### config.mk
export PLATFORM = sky130hd
export DESIGN_NAME = query_slot_bitmap_allocator
export DESIGN_NICKNAME = d
export VERILOG_FILES = /design/src/hdl/qsba_pkg.sv /design/src/hdl/qsba_ctrl.sv /design/src/hdl/qsba_datapath.sv /design/src/hdl/query_slot_bitmap_allocator.sv
export VERILOG_INCLUDE_DIRS = /design/src /design/src/hdl
export SDC_FILE = /design/constraint.sdc
export NUM_CORES = 1
export LEC_CHECK = 0
export BUFFER_PORTS_ARGS = -buffer_cell sky130_fd_sc_hd__buf_4
export CAP_MARGIN = 5
export CORE_MARGIN = 4
export CORE_UTILIZATION = 60
export DETAILED_ROUTE_END_ITERATION = 7
export PLACE_DENSITY = 0.84
export SETUP_SLACK_MARGIN = 0.1
export SLEW_MARGIN = 20
export SYNTH_ARGS = -nofsm -noshare
export SYNTH_HDL_FRONTEND = slang
export SYNTH_SLANG_ARGS = --single-unit
### constraint.sdc
create_clock -name clk -period 7.15 [get_ports clk]
set_clock_uncertainty 0.05 [all_clocks]
set_input_delay 0.715 -clock clk [delete_from_list [all_inputs] [get_ports clk]]
set_output_delay 0.715 -clock clk [all_outputs]
set_load 0.01 [all_outputs]
### src/hdl/query_slot_bitmap_allocator_assert.svh
// ----------------------------------------------------------------------------
// Assertion macros for the slot bitmap allocator
// Clocked, reset-qualified property checks used at the top level.
// ----------------------------------------------------------------------------
`ifndef QUERY_SLOT_BITMAP_ALLOCATOR_ASSERT_SVH
`define QUERY_SLOT_BITMAP_ALLOCATOR_ASSERT_SVH

// Check a whole property on every clock edge outside reset
`define QSBA_ASSERT(lbl, prop, msg) \
	lbl: assert property (@(posedge clk) disable iff (!arst_n) (prop)) else $error(msg);

// Check that a condition in one cycle is followed by another in the next
`define QSBA_ASSERT_NEXT(lbl, ante, cons, msg) \
	lbl: assert property (@(posedge clk) disable iff (!arst_n) (ante) |=> (cons)) \
		else $error(msg);

`endif

### src/hdl/qsba_pkg.sv
// ----------------------------------------------------------------------------
// qsba_pkg
// Shared constants, types and helper functions of the slot bitmap allocator.
// ----------------------------------------------------------------------------
`default_nettype none

package qsba_pkg;

	// Capacity and derived sizes
	localparam int SLOT_COUNT = 256;
	localparam int WORD_BITS  = 64;
	localparam int BIT_W      = $clog2(WORD_BITS);
	localparam int WORD_COUNT = SLOT_COUNT / WORD_BITS;
	localparam int WPTR_W     = (WORD_COUNT > 1) ? $clog2(WORD_COUNT) : 1;
	localparam int HINT_W     = $clog2(SLOT_COUNT + 1);
	localparam int ROW_W      = 2 * WORD_BITS;

	// Stream field widths
	localparam int CMD_W     = 2;
	localparam int INDEX_W   = 8;
	localparam int S_DATA_W  = 8;
	localparam int M_DATA_W  = 16;

	localparam logic [WORD_BITS-1:0] FULL_WORD = {WORD_BITS{1'b1}};

	typedef enum logic [CMD_W-1:0] {
		CMD_ACQUIRE = 2'd0,
		CMD_RELEASE = 2'd1,
		CMD_MARK    = 2'd2,
		CMD_CHECK   = 2'd3
	} cmd_t;

	typedef enum logic [2:0] {
		ST_IDLE,
		ST_FETCH,
		ST_EXEC,
		ST_CHK_FETCH,
		ST_CHK,
		ST_DONE
	} state_t;

	// Controller to datapath
	typedef struct packed {
		logic accept;
		logic exec;
		logic inc_ptr;
		logic load_hw;
		logic check;
		logic push;
	} ctrl_cmd_t;

	// Datapath to controller
	typedef struct packed {
		logic skip;
		logic acquire;
		logic release_op;
		logic word_full;
		logic ptr_last;
		logic need_chk;
	} dp_status_t;

	// Position of the lowest clear bit of a word
	function automatic logic [BIT_W-1:0] lowest_clear(input logic [WORD_BITS-1:0] w);
		logic [BIT_W-1:0] n;
		n = '0;
		for (int i = WORD_BITS - 1; i >= 0; i--) begin
			if (!w[i]) n = BIT_W'(i);
		end
		return n;
	endfunction

endpackage

`default_nettype wire

### src/hdl/qsba_ctrl.sv
// ----------------------------------------------------------------------------
// qsba_ctrl
// Sequencer for the allocator: fetch, execute, hint check and result push.
// ----------------------------------------------------------------------------
`default_nettype none

module qsba_ctrl (
	input  wire logic                 clk,
	input  wire logic                 arst_n,
	input  wire logic                 s_tvalid,
	output logic                      s_tready,
	output logic                      m_tvalid,
	input  wire logic                 m_tready,
	input  wire qsba_pkg::dp_status_t status,
	output qsba_pkg::ctrl_cmd_t       cmd
);
	import qsba_pkg::*;

	state_t state_q, state_nxt;
	logic   m_tvalid_q;
	logic   out_free;

	assign out_free = !m_tvalid_q || m_tready;
	assign m_tvalid = m_tvalid_q;

	// State register
	always_ff @(posedge clk or negedge arst_n) begin
		if (!arst_n) begin
			state_q <= ST_IDLE;
		end else begin
			state_q <= state_nxt;
		end
	end

	// Next state
	always_comb begin
		state_nxt = state_q;
		case (state_q)
			ST_IDLE: begin
				if (s_tvalid) state_nxt = ST_FETCH;
			end
			ST_FETCH: begin
				state_nxt = status.skip ? ST_DONE : ST_EXEC;
			end
			ST_EXEC: begin
				if (status.acquire && status.word_full && !status.ptr_last) begin
					state_nxt = ST_FETCH;
				end else if (status.release_op && status.need_chk) begin
					state_nxt = ST_CHK_FETCH;
				end else begin
					state_nxt = ST_DONE;
				end
			end
			ST_CHK_FETCH: state_nxt = ST_CHK;
			ST_CHK:       state_nxt = ST_DONE;
			ST_DONE: begin
				if (out_free) state_nxt = ST_IDLE;
			end
			default: state_nxt = ST_IDLE;
		endcase
	end

	// Outputs and datapath commands
	always_comb begin
		s_tready    = 1'b0;
		cmd         = '0;
		case (state_q)
			ST_IDLE: begin
				s_tready   = 1'b1;
				cmd.accept = s_tvalid;
			end
			ST_EXEC: begin
				cmd.exec    = 1'b1;
				cmd.inc_ptr = status.acquire && status.word_full && !status.ptr_last;
				cmd.load_hw = status.release_op && status.need_chk;
			end
			ST_CHK: cmd.check = 1'b1;
			ST_DONE: cmd.push = out_free;
			default: begin
				s_tready = 1'b0;
			end
		endcase
	end

	// Result valid: set on push, drop once taken
	always_ff @(posedge clk or negedge arst_n) begin
		if (!arst_n) begin
			m_tvalid_q <= 1'b0;
		end else if (cmd.push) begin
			m_tvalid_q <= 1'b1;
		end else if (m_tready) begin
			m_tvalid_q <= 1'b0;
		end
	end

endmodule

`default_nettype wire

### src/hdl/qsba_datapath.sv
// ----------------------------------------------------------------------------
// qsba_datapath
// Bitmap row memory, word pointer, search hint, result and output registers.
// ----------------------------------------------------------------------------
`default_nettype none

module qsba_datapath (
	input  wire logic                          clk,
	input  wire logic                          arst_n,
	input  wire logic [qsba_pkg::S_DATA_W-1:0] s_tdata,   // [7:0] query_index
	input  wire logic [qsba_pkg::CMD_W-1:0]    s_tuser,   // [1:0] command
	input  wire qsba_pkg::ctrl_cmd_t           cmd,
	output qsba_pkg::dp_status_t               status,
	output logic [qsba_pkg::M_DATA_W-1:0]      m_tdata,   // [7:0] acquired_index,
	                                                      // [8] started_flag,
	                                                      // [9] has_room
	output logic                               m_tuser    // [0] success
);
	import qsba_pkg::*;

	// Row = {started word, used word}; a row never written reads as zero
	logic [ROW_W-1:0]      row_mem [WORD_COUNT];
	logic [WORD_COUNT-1:0] row_vld_q;
	logic [ROW_W-1:0]      rdata_q;

	cmd_t               op_q;
	logic [INDEX_W-1:0] q_q;
	logic [WPTR_W-1:0]  wptr_q;
	logic [HINT_W-1:0]  hint_q;

	logic               res_success_q;
	logic [INDEX_W-1:0] res_index_q;
	logic               res_started_q;

	logic               out_success_q;
	logic [INDEX_W-1:0] out_index_q;
	logic               out_started_q;
	logic               out_room_q;

	logic [WORD_BITS-1:0] used_w, start_w, qbit;
	logic [BIT_W-1:0]     free_b;
	logic [HINT_W-1:0]    slot;
	logic [WPTR_W-1:0]    hint_word;
	logic                 q_ok, hint_cap, word_full;
	logic                 wr_en;
	logic [ROW_W-1:0]     wr_row;

	assign used_w    = rdata_q[WORD_BITS-1:0];
	assign start_w   = rdata_q[ROW_W-1:WORD_BITS];
	assign qbit      = {{(WORD_BITS-1){1'b0}}, 1'b1} << q_q[BIT_W-1:0];
	assign free_b    = lowest_clear(used_w);
	assign slot      = (HINT_W'(wptr_q) << BIT_W) | HINT_W'(free_b);
	assign q_ok      = 32'(q_q) < 32'(SLOT_COUNT);
	assign hint_cap  = hint_q >= HINT_W'(SLOT_COUNT);
	assign hint_word = WPTR_W'(hint_q >> BIT_W);
	assign word_full = used_w == FULL_WORD;

	// Status toward the controller
	always_comb begin
		status.acquire    = op_q == CMD_ACQUIRE;
		status.release_op = op_q == CMD_RELEASE;
		status.skip       = (op_q == CMD_ACQUIRE) ? hint_cap : !q_ok;
		status.word_full  = word_full;
		status.ptr_last   = wptr_q == WPTR_W'(WORD_COUNT - 1);
		status.need_chk   = (HINT_W'(q_q) < hint_q) && !hint_cap && (hint_word != wptr_q);
	end

	// Row update for the executing command
	always_comb begin
		wr_en  = 1'b0;
		wr_row = rdata_q;
		case (op_q)
			CMD_ACQUIRE: begin
				wr_en  = cmd.exec && !word_full;
				wr_row = {start_w, used_w | ({{(WORD_BITS-1){1'b0}}, 1'b1} << free_b)};
			end
			CMD_RELEASE: begin
				wr_en  = cmd.exec;
				wr_row = {start_w, used_w & ~qbit};
			end
			CMD_MARK: begin
				wr_en  = cmd.exec;
				wr_row = {start_w | qbit, used_w};
			end
			default: begin
				wr_en = 1'b0;
			end
		endcase
	end

	// Row memory write and registered read
	always_ff @(posedge clk) begin
		if (wr_en) row_mem[wptr_q] <= wr_row;
		rdata_q <= row_vld_q[wptr_q] ? row_mem[wptr_q] : '0;
	end

	always_ff @(posedge clk or negedge arst_n) begin
		if (!arst_n) begin
			row_vld_q <= '0;
		end else if (wr_en) begin
			row_vld_q[wptr_q] <= 1'b1;
		end
	end

	// Latch request, steer word pointer
	always_ff @(posedge clk) begin
		if (cmd.accept) begin
			op_q   <= cmd_t'(s_tuser);
			q_q    <= s_tdata[INDEX_W-1:0];
			wptr_q <= (cmd_t'(s_tuser) == CMD_ACQUIRE) ? hint_word
			                                            : WPTR_W'(s_tdata >> BIT_W);
		end else if (cmd.inc_ptr) begin
			wptr_q <= wptr_q + WPTR_W'(1);
		end else if (cmd.load_hw) begin
			wptr_q <= hint_word;
		end
	end

	// Search hint
	always_ff @(posedge clk or negedge arst_n) begin
		if (!arst_n) begin
			hint_q <= '0;
		end else if (cmd.exec && op_q == CMD_ACQUIRE && !word_full) begin
			hint_q <= slot + HINT_W'(1);
		end else if (cmd.check && word_full) begin
			hint_q <= HINT_W'(q_q);
		end
	end

	// Result staging
	always_ff @(posedge clk) begin
		if (cmd.accept) begin
			res_success_q <= cmd_t'(s_tuser) != CMD_ACQUIRE;
			res_index_q   <= '0;
			res_started_q <= 1'b0;
		end else if (cmd.exec) begin
			if (op_q == CMD_ACQUIRE && !word_full) begin
				res_success_q <= 1'b1;
				res_index_q   <= INDEX_W'(slot);
			end
			if (op_q == CMD_CHECK) res_started_q <= |(start_w & qbit);
		end
	end

	// Output register
	always_ff @(posedge clk) begin
		if (cmd.push) begin
			out_success_q <= res_success_q;
			out_index_q   <= res_index_q;
			out_started_q <= res_started_q;
			out_room_q    <= !hint_cap;
		end
	end

	assign m_tuser = out_success_q;
	assign m_tdata = {{(M_DATA_W-INDEX_W-2){1'b0}}, out_room_q, out_started_q, out_index_q};

endmodule

`default_nettype wire

### src/hdl/query_slot_bitmap_allocator.sv
// ----------------------------------------------------------------------------
// query_slot_bitmap_allocator
// Slot allocator over a used-bit map with a search hint and started bits.
// ----------------------------------------------------------------------------
// Usage:
//   Requests enter on the s_ stream: s_tuser carries the command (acquire,
//   release, mark started, check started), s_tdata the slot index. Each
//   request yields exactly one result on the m_ stream: m_tuser is success,
//   m_tdata holds acquired_index, started_flag and has_room.
//   One request is in work at a time. s_tready is high only while idle.
//   From acceptance to m_tvalid: an acquire with the hint at capacity goes
//   through fetch straight to done; mark, check and release go through fetch
//   and execute; a release that must check the hint's word adds a check fetch
//   and a check; an acquire fetches and evaluates each of its one to four
//   scanned words in turn, since the bitmap row memory has a single read port:
//   each scanned word needs one read and one evaluate step.
//   A finished result sits in the output register; while the receiver stalls
//   the next request is still accepted and worked, and holds its result until
//   the output register frees up.
//   Reset clears the map (valid bits per row), the started bits, the hint
//   and the output valid at once; no clearing pass is needed.
// ----------------------------------------------------------------------------
`default_nettype none

module query_slot_bitmap_allocator (
	input  wire logic                          clk,
	input  wire logic                          arst_n,
	input  wire logic                          s_tvalid,
	output logic                               s_tready,
	input  wire logic [qsba_pkg::S_DATA_W-1:0] s_tdata,   // [7:0] query_index
	input  wire logic [qsba_pkg::CMD_W-1:0]    s_tuser,   // [1:0] command
	output logic                               m_tvalid,
	input  wire logic                          m_tready,
	output logic [qsba_pkg::M_DATA_W-1:0]      m_tdata,   // [7:0] acquired_index,
	                                                      // [8] started_flag,
	                                                      // [9] has_room
	output logic                               m_tuser    // [0] success
);
	import qsba_pkg::*;

	ctrl_cmd_t  ctrl_cmd;
	dp_status_t dp_status;

	// Sequencer
	qsba_ctrl u_ctrl (
		.clk      (clk),
		.arst_n   (arst_n),
		.s_tvalid (s_tvalid),
		.s_tready (s_tready),
		.m_tvalid (m_tvalid),
		.m_tready (m_tready),
		.status   (dp_status),
		.cmd      (ctrl_cmd)
	);

	// Bitmap storage and result path
	qsba_datapath u_datapath (
		.clk     (clk),
		.arst_n  (arst_n),
		.s_tdata (s_tdata),
		.s_tuser (s_tuser),
		.cmd     (ctrl_cmd),
		.status  (dp_status),
		.m_tdata (m_tdata),
		.m_tuser (m_tuser)
	);

`include "query_slot_bitmap_allocator_assert.svh"

	// Only one request in work at a time
	`QSBA_ASSERT_NEXT(a_one_in_work, s_tvalid && s_tready, !s_tready, "request accepted while busy")
	// Never overwrite a result that has not been taken
	`QSBA_ASSERT(a_push_free, ctrl_cmd.push |-> (!m_tvalid || m_tready), "result overwritten")
	// A taken result with no new push leaves the output empty
	`QSBA_ASSERT_NEXT(a_drain, m_tvalid && m_tready && !ctrl_cmd.push, !m_tvalid, "result repeated")
	// A failed acquire grants slot zero
	`QSBA_ASSERT(a_fail_zero, (m_tvalid && !m_tuser) |-> (m_tdata[7:0] == 8'd0), "bad failed index")

endmodule

`default_nettype wire

**Yosys cells after proc, flatten, opt, wreduce, memory -nomap -nowiden**

Memory sizes are Yosys's and may differ from the RTL's. A register that Yosys moved wholly into a read port is not among the register bits.
Index checks and enable logic that the tools add are counted.

- Register bits: 50
- RAM bits: 512
- Bits of input ports: 14
- Output and inout port bits: 19
- Logic and storage cells: 170
- Memories: 1

Memories:

| memory | words | bits a word | read ports | clocked after memory_dff | write ports | RTL line | RTL |
|---|---|---|---|---|---|---|---|
| u_datapath.row_mem | 4 | 128 | 1 | 1 | 1 | qsba_datapath.sv:22 | `logic [ROW_W-1:0] row_mem [WORD_COUNT];` |

- Add/sub/neg operators: 2
- $lt $le $gt $ge: 4
- Equality and inequality tests: 13
- Shift operators: 2
- Mux-type cells: 95
- Bitwise gates (word level): 7
- Reductions and logical operators: 32

Operators by type and width:

| cell | count |
|---|---|
| 6-bit two-way mux | 64 |
| 128-bit case mux with 3 select lines | 1 |
| 64-bit AND | 2 |
| 64-bit bitwise OR | 2 |
| 1-bit by 6-bit << shifter with 64-bit output (first input constant) | 2 |
| 64-bit == test (second input constant) | 1 |
| 64-bit inverter | 1 |
| 64-bit OR reduction | 1 |
| 3-bit two-way mux | 6 |
| 9-bit two-way mux | 2 |
| 3-bit case mux with 6 select lines | 1 |
| 1-bit two-way mux | 14 |
| 1-bit logical AND | 11 |
| 2-bit nonzero test | 5 |
| 9-bit by 1-bit adder with 9-bit output (second input constant) | 1 |
| 9-bit greater-or-equal comparator (second input constant) | 1 |
| 8-bit by 9-bit less-than comparator with 1-bit output | 1 |
| 2-bit two-way mux | 4 |
| 8-bit by 6-bit bitwise OR with 8-bit output | 1 |
| 2-bit AND reduction | 4 |
| 2-bit == test (second input constant) | 3 |
| 3-bit by 2-bit == test with 1-bit output (second input constant) | 2 |
| 3-bit == test (second input constant) | 2 |
| 1-bit zero test | 5 |
| other kinds (17) | 18 |

**Longest topological paths before layout**

Gate-level depths: netlist of the first run.

- Word-level depth: 67
- Gate-level depth with buffers: 12
- Mapped depth without buffers: 12

**Cells and area by module**

From an unflattened synthesis of the first run, not the netlist that was laid out.

- Cell total of the unflattened synthesis: 1880
- Area total of the unflattened synthesis: 28255.8 µm²

By module, submodules not included:

| module | times used | cells an instance | area each (µm²) | sequential area each (µm²) |
|---|---|---|---|---|
| qsba_datapath | 1 | 1846 | 27964.3 | 19163.4 |
| qsba_ctrl | 1 | 34 | 291.5 | 100.1 |

**Worst setup path before layout of the first run**

OpenSTA, ideal clock, no wires.

- Path kind: flip-flop to flip-flop
- From: register u_ctrl.state_q[2]
- To: memory u_datapath.row_mem[0][0] in the netlist's numbering (enable)
- Library setup time: 0.503 ns
- Arrival time: 4.499 ns
- Data required time: 6.597 ns
- Setup slack: 2.097 ns
- Stages on the path, launching flop included: 8
- Buffers on the path: 1
- Clock period less this slack: 5.053 ns
- Path through: dfrtp_1 > clkbuf_1 > nor3b_1 > nand2_1 > a31oi_1 > a21oi_1 > nor2_1 > and2_1

- Longest elaborated chain between the ends: 6

Ends and longest elaborated chain:

| what | RTL line | RTL |
|---|---|---|
| start: declaration | qsba_ctrl.sv:19 | `state_t state_q, state_nxt;` |
| start signal: assignment | qsba_ctrl.sv:31 | `state_q <= state_nxt;` |
| 3-bit by 2-bit == test with 1-bit output * | qsba_ctrl.sv:67 | `case (state_q)` |
| 3-bit two-way mux * | qsba_ctrl.sv:67 |  |
| 1-bit logical AND | qsba_datapath.sv:74 | `wr_en = cmd.exec && !word_full;` |
| 1-bit case mux with 2 select lines * | qsba_datapath.sv:72 | `case (op_q)` |
| 1-bit two-way mux * | qsba_datapath.sv:93 | `if (wr_en) row_mem[wptr_q] <= wr_row;` |
| 1-bit two-way mux (implied by the code) * | qsba_datapath.sv:93 |  |
| end: declaration | qsba_datapath.sv:22 |  |

Every way passes the cells marked *; elsewhere a longest branch is shown, timed or not.

**Worst setup path after layout of the first run**

- From: register u_ctrl.state_q[0]
- To: memory u_datapath.row_mem[2][45] in the netlist's numbering (enable)

The elaborated chain is that of the path after synthesis.

==> results of run 1 <==
==> per-layer routing <==
layer | up-vias | part of all wire [%]
met3 | 245 | 11
met1 | 8550 | 37
met2 | 1271 | 47
met5 | - | 0.020
met4 | 2 | 4.1
li1 | 7108 | -
==> state kept, by name (all words and copies together) (netlist names) <==
register and count:
u_datapath.res_success_q 1, u_datapath.rdata_q 128, u_datapath.row_vld_q 4, u_datapath.out_room_q 1, u_datapath.res_started_q 1, u_ctrl.m_tvalid 1
u_datapath.op_q 2, u_datapath.out_started_q 1, u_datapath.out_index_q 8, u_datapath.wptr_q 2, u_datapath.m_tuser 1, u_ctrl.state_q 3
u_datapath.row_mem 512, u_datapath.res_index_q 8, u_datapath.q_q 8, u_datapath.hint_q 9
==> worst paths after layout <==
| check | start | endpoint | slack (ns) |
|---|---|---|---|
| setup / recovery | u_ctrl.state_q[0]$_DFFE_PN0P_ | u_datapath.row_mem[2][45]$_DFFE_PP_ | 2.60 |
| hold / removal | s_tdata[4] | u_datapath.q_q[4]$_DFFE_PP_ | 0.21 |
| setup reg to reg | u_ctrl.state_q[0]$_DFFE_PN0P_ | u_datapath.row_mem[2][45]$_DFFE_PP_ | 2.60 |
| hold reg to reg | u_datapath.res_success_q$_SDFFCE_PN1P_ | u_datapath.m_tuser$_DFFE_PP_ | 0.39 |
| max in group asynchronous | arst_n | u_datapath.hint_q[5]$_DFFE_PN0P_ | 6.37 |
| min in group asynchronous | arst_n | u_datapath.hint_q[2]$_DFFE_PN0P_ | 0.47 |
==> what timing repair did <==
item                                   in CTS  in global routing
hold buffers                                1                  0
endpoints found under the hold margin      17                  0
setup buffers                               0                  0
==> kinds of logic (layout without fill, tap and decap cells) <==
family,after synthesis,after routing,share of synthesized area [%]
DFF,690,690,68.68
xor gates and xnor gates,6,6,0.1874
adders and majority gates,22,22,0.9814
AOI/OAI and AO/OA,348,348,8.043
and+or+nand+nor,488,488,9.372
muxes,140,140,10.73
buffers and inverters,137,203,1.990
other,1,6,0.01337
==> cell usage after synthesis (14+ instances only) <==
master / n
mux4_2: 128
nand4_1: 26
dfxtp_1: 137
a22o_1: 33
nor2b_1: 154
o21ai_0: 133
a21boi_0: 38
buf_1: 16
inv_1: 26
nor2_1: 80
a31oi_1: 15
nand3_1: 26
edfxtp_1: 536
clkbuf_1: 80
nor3_1: 17
dfrtp_1: 17
nand2_1: 113
ha_1: 22
a21oi_1: 50
nand2b_1: 14
==> stage by stage <==
step                worst slack [ns]  hold WS, ns  instance area (um2)
global placement               2.860       0.3543                28860
CTS                            2.724       0.1948                30930
finish                         2.598       0.2132                30940
detailed placement             2.741       0.3677                28860
global route                   2.335       0.2019                30940
floorplan                      2.097       0.3503                28070
==> critical path: stages (launching register included) <==
cell	delay [ns]
dfrtp_1	0.50
nor3b_1	0.82
nand2_1	0.19
a31oi_1	0.69
a21oi_1	0.09
nor2_1	0.27
and2_4	0.92
buf_4	0.58
==> where the power goes <==
group | total (uW) | switching [uW] | internal (uW)
clock network | 3360 | 1450 | 1910
logic | 2910 | 1850 | 1060
registers | 5740 | 452 | 5290
==> layout make-up <==
| cell class | instances | area [um2] |
|---|---|---|
| Clock buffer | 87 | 1735 |
| Clock inverter | 29 | 325.3 |
| Fill cell | 2855 | 14830 |
| Inverter | 27 | 101.3 |
| Multi-Input combinational cell | 1010 | 8287 |
| Sequential cell | 690 | 19260 |
| Tap cell | 600 | 750.7 |
| Timing Repair Buffer | 60 | 478.0 |
==> results.py, run 1 <==
metrics = {
    "detailed_routing": {
        "via_per_inst": 6.862,
        "firstDrtPassIters": 6,
        "wirelength_um": 69130,
        "initialDrtViolationCount": 2639,
        "final_antenna_net_count": 0,
        "drc": 0,
        "dr_total_vias": 17180,
        "wl_per_cell_um": 27.62,
    },
    "run": {
        "drv_cap": 0,
    },
    "logic_synthesis": {
        "syn_avg_cell_area_um2": 15.31,
        "yosysSeqAreaShare_pct": 68.68,
        "ys.flop_type": "edfxtp_1",
        "ys_warn_count": 0,
        "synthArstFlopShare_pct": 2.464,
        "post-synth-top-area-fraction_pct": 57.39,
        "synth_area_mm2": 0.02805,
        "ys_types": 77,
        "synth-seq-cells": 690,
        "yosys.area.top_type": "edfxtp_1",
        "syn_inst": 1832,
        "synth_edf_count": 536,
        "synthTopCellsByArea": "edfxtp_1, mux4_2, dfxtp_1",
    },
    "grt": {
        "grt.met3_usage_pct": 6.278,
        "antenna_found_initial": 1,
        "use_met2_pct": 42.81,
        "grt_max_degree": 100,
        "grt_first_pass_wirelength_um": 104300,
        "grt.busiest_layer": "met2",
        "grt_pass1_vias": 16970,
        "groute.layer.met1.usage_pct": 38.08,
        "grt.overflow.total": 0,
        "grt_util_all_layers_pct": 27.18,
    },
    "setup_path": {
        "crit_arrival_ns": 4.76,
        "critPathLaunchType": "flop",
        "reg2regPathDepth": 7,
        "path_class": "reg -> reg",
        "critPathMaxFanout": 68,
        "endpoint_kind": "flop",
        "cp.required_ns": 7.36,
    },
    "min_path": {
        "hp-class": "in -> reg",
        "worstHoldPathCells": 1,
    },
    "timing": {
        "post-route-period-util_pct": 63.67,
        "setup_tns_ns": 0,
        "period_minus_slack_ns": 4.552,
        "maxSlewHeadroom_pct": 27.61,
        "finalSetupViolCount": 0,
        "fmax_mhz": 219.7,
        "rsz0062_at_grt": "no",
        "worstMarginPinSlew_ns": 1.086,
        "final_max_slew_viol_count": 0,
        "finalHoldViolations": 0,
    },
    "outcome": {
        "status": "completed",
    },
    "cells_and_area": {
        "mostFrequentLayoutCells": "edfxtp_1, nor2b_1, dfxtp_1",
        "mostFrequentLayoutCell": "edfxtp_1",
        "final_util_pct": 67.60,
        "synthToLayoutAreaGrowth_pct": 10.31,
        "finalNonFillerCells": 2503,
        "fin_nets": 1886,
        "drive_gt1_share_pct": 16.76,
        "antenna_cells": 0,
    },
    "placed_design": {
        "io_buffers": 26,
        "place_congestion": 0.9706,
        "place_inst": 2386,
        "place_hpwl_um": 42020,
    },
    "floorplanning": {
        "initial_core_util_pct": 61.28,
        "fp-row-count": 78,
        "die_area_mm2": 0.05027,
        "io_pins": 33,
        "die_h_um": 224.2,
        "dieWidth_um": 224.2,
        "core-area_mm2": 0.04577,
    },
    "cts": {
        "ctsRootBufferMaster": "clkbuf_16",
        "cts_tree": "yes",
        "clock_latency_ns": 0.63,
        "cts_resized": 0,
        "cts.clk_slew.worst_paths_ns": 0.06,
        "clock-sinks": 690,
        "h-tree-depth": 2,
        "cts_buffers": 61,
        "cts_buffer_depth": 3,
    },
    "pwr": {
        "power.total_uw": 12010,
        "cellPowerDensity_mw_per_mm2": 388.0,
        "p_leak_uw": 0.01023,
        "ir_drop_mv": 0.2874,
    },
}
No activity file was read; power rests on OpenSTA's default activity.
==> run 2, diff against run 1 <==
Clock period 7.15 ns to 4.76 ns, I/O delays scaled along.
==> run 2 against run 1 <==
Effect of this change: sequential share of layout area down 0.40 points; count of clock-buffer cells in the layout down 4; first-iteration DRC count down 7.5%.
==> results.py, run 2 (synthesized netlist as in run 1, its figures left out) <==
metrics = {
    "outcome": {
        "status": "completed",
    },
    "cts": {
        "cts_buffer_depth": 3,
        "holdBufCountCts": 11,
        "cts_resized": 0,
        "ctsRootBufferMaster": "clkbuf_16",
        "cts_tree": "yes",
        "clock-sinks": 690,
        "post-cts-setup-buffer-count": 0,
        "cts.clk_slew.worst_paths_ns": 0.07,
        "cts_buffers": 61,
        "h-tree-depth": 2,
        "clock_latency_ns": 0.65,
    },
    "detailed_routing": {
        "initialDrtViolationCount": 2441,
        "final_antenna_net_count": 0,
        "drc": 0,
        "firstDrtPassIters": 5,
        "via_per_inst": 6.780,
        "wirelength_um": 71280,
        "dr_total_vias": 17040,
        "wl_per_cell_um": 28.36,
    },
    "cells_and_area": {
        "fin_nets": 1896,
        "mostFrequentLayoutCell": "edfxtp_1",
        "drive_gt1_share_pct": 16.68,
        "antenna_cells": 0,
        "largest_reg_flops": 512,
        "mostFrequentLayoutCells": "edfxtp_1, nor2b_1, dfxtp_1",
        "top_regs": "u_datapath.row_mem: 512 flops, u_datapath.rdata_q: 128 flops, u_datapath.hint_q: 9 flops",
        "regMostFlops": "u_datapath.row_mem",
        "synthToLayoutAreaGrowth_pct": 11.02,
    },
    "timing": {
        "rsz0062_at_grt": "no",
        "post-route-period-util_pct": 85.47,
        "worstMarginPinSlew_ns": 1.085,
        "whs_ns": 0.1036,
        "fmax_mhz": 245.8,
        "finalSetupViolCount": 0,
        "period_minus_slack_ns": 4.068,
        "finalHoldViolations": 0,
        "final_max_slew_viol_count": 0,
        "setup_tns_ns": 0,
        "maxSlewHeadroom_pct": 27.64,
    },
    "pwr": {
        "cellPowerDensity_mw_per_mm2": 586.7,
        "ir_drop_mv": 0.6845,
        "p_leak_uw": 0.01032,
    },
    "setup_path": {
        "critPathLaunchType": "flop",
        "path_class": "reg -> reg",
        "endpoint_kind": "flop",
        "cp.required_ns": 5.00,
        "crit_arrival_ns": 4.31,
        "critPathMaxFanout": 8,
        "reg2regPathDepth": 9,
    },
    "floorplanning": {
        "fp-row-count": 78,
        "io_pins": 33,
        "dieWidth_um": 224.2,
        "die_area_mm2": 0.05027,
        "core-area_mm2": 0.04577,
        "die_h_um": 224.2,
        "initial_core_util_pct": 61.28,
    },
    "grt": {
        "grt_pass1_vias": 17370,
        "grt_max_degree": 129,
        "grt_first_pass_wirelength_um": 107600,
        "grt.overflow.total": 0,
        "antenna_found_initial": 1,
        "grt_util_all_layers_pct": 28.33,
    },
    "run": {
        "drv_cap": 0,
    },
    "min_path": {
        "worstHoldPathCells": 3,
        "hp-class": "in -> reg",
    },
    "placed_design": {
        "place_congestion": 0.9729,
        "io_buffers": 26,
        "place_hpwl_um": 41990,
    },
}
run 2: cell types whose count changed in the layout (fill, tap and decap cells not counted), moves of 2 or more:
cell,change
bufinv_16,+4
buf_12,+3
buf_4,-4
nor2b_2,-2
nor2_2,+2
nor2b_1,+2
clkbuf_8,-4
dlygate4sd3_1,+10
nor2_1,-2
run 2: worst max-delay path, cell delays in order (launching register included):
cell and delay [ns]:
dfxtp_1 0.43, nand2_1 0.12, nor4_1 0.46, o21ai_0 0.18
o41ai_1 0.90, inv_1 0.31, ha_1 0.30, ha_1 0.22
inv_1 0.37, o21ai_0 0.36
run 2: final timing paths:
| check | startpoint | endpoint | slack (ns) |
|---|---|---|---|
| setup reg to reg | u_datapath.rdata_q[3]$_SDFF_PN0_ | u_datapath.row_mem[0][15]$_DFFE_PP_ | 0.69 |
| setup / recovery | u_datapath.rdata_q[3]$_SDFF_PN0_ | u_datapath.row_mem[0][15]$_DFFE_PP_ | 0.69 |
| hold / removal | m_tready | u_ctrl.m_tvalid$_DFFE_PN0P_ | 0.10 |
| hold reg to reg | u_datapath.res_index_q[2]$_SDFFE_PP0P_ | u_datapath.out_index_q[2]$_DFFE_PP_ | 0.38 |
| max in group asynchronous | arst_n | u_ctrl.m_tvalid$_DFFE_PN0P_ | 4.25 |
| min in group asynchronous | arst_n | u_ctrl.state_q[1]$_DFFE_PN0P_ | 0.20 |
run 2: per-stage QoR:
step	util (%)	cells	area, um2	power (uW)	worst slack, ns
finish	68.03	2513	31140	18270	0.6917
global placement	63.13	2386	28900	12760	0.9866
CTS	68.03	2513	31140	18180	0.8033
detailed placement	63.13	2386	28900	12940	0.8622
global route	68.03	2513	31140	18930	0.5993
floorplan	-	1837	28070	11400	1.146
run 2: metal layers:
layer	part of all wire [%]	vias up	track usage, %
met5	0.020	-	0
met4	4.3	2	11.64
met3	10	226	5.912
met2	48	1118	44.90
met1	37	8574	39.16
li1	-	7118	-
run 2: area by class of cell:
| class | count | area (um2) |
|---|---|---|
| flip-flops and latches | 690 | 19260 |
| fillers | 2810 | 14630 |
| multi-input cells | 1010 | 8277 |
| clock buffers | 83 | 1680 |
| well taps | 600 | 750.7 |
| repair buffers | 70 | 619.3 |
| clock inverters | 33 | 447.9 |
| inverters | 27 | 101.3 |
run 2: where the power goes:
group / switching [uW] / leakage (uW) / internal, uW
registers: 752 / 0.00628 / 7940
clock network: 2210 / 0.00103 / 3030
logic: 2740 / 0.00301 / 1610
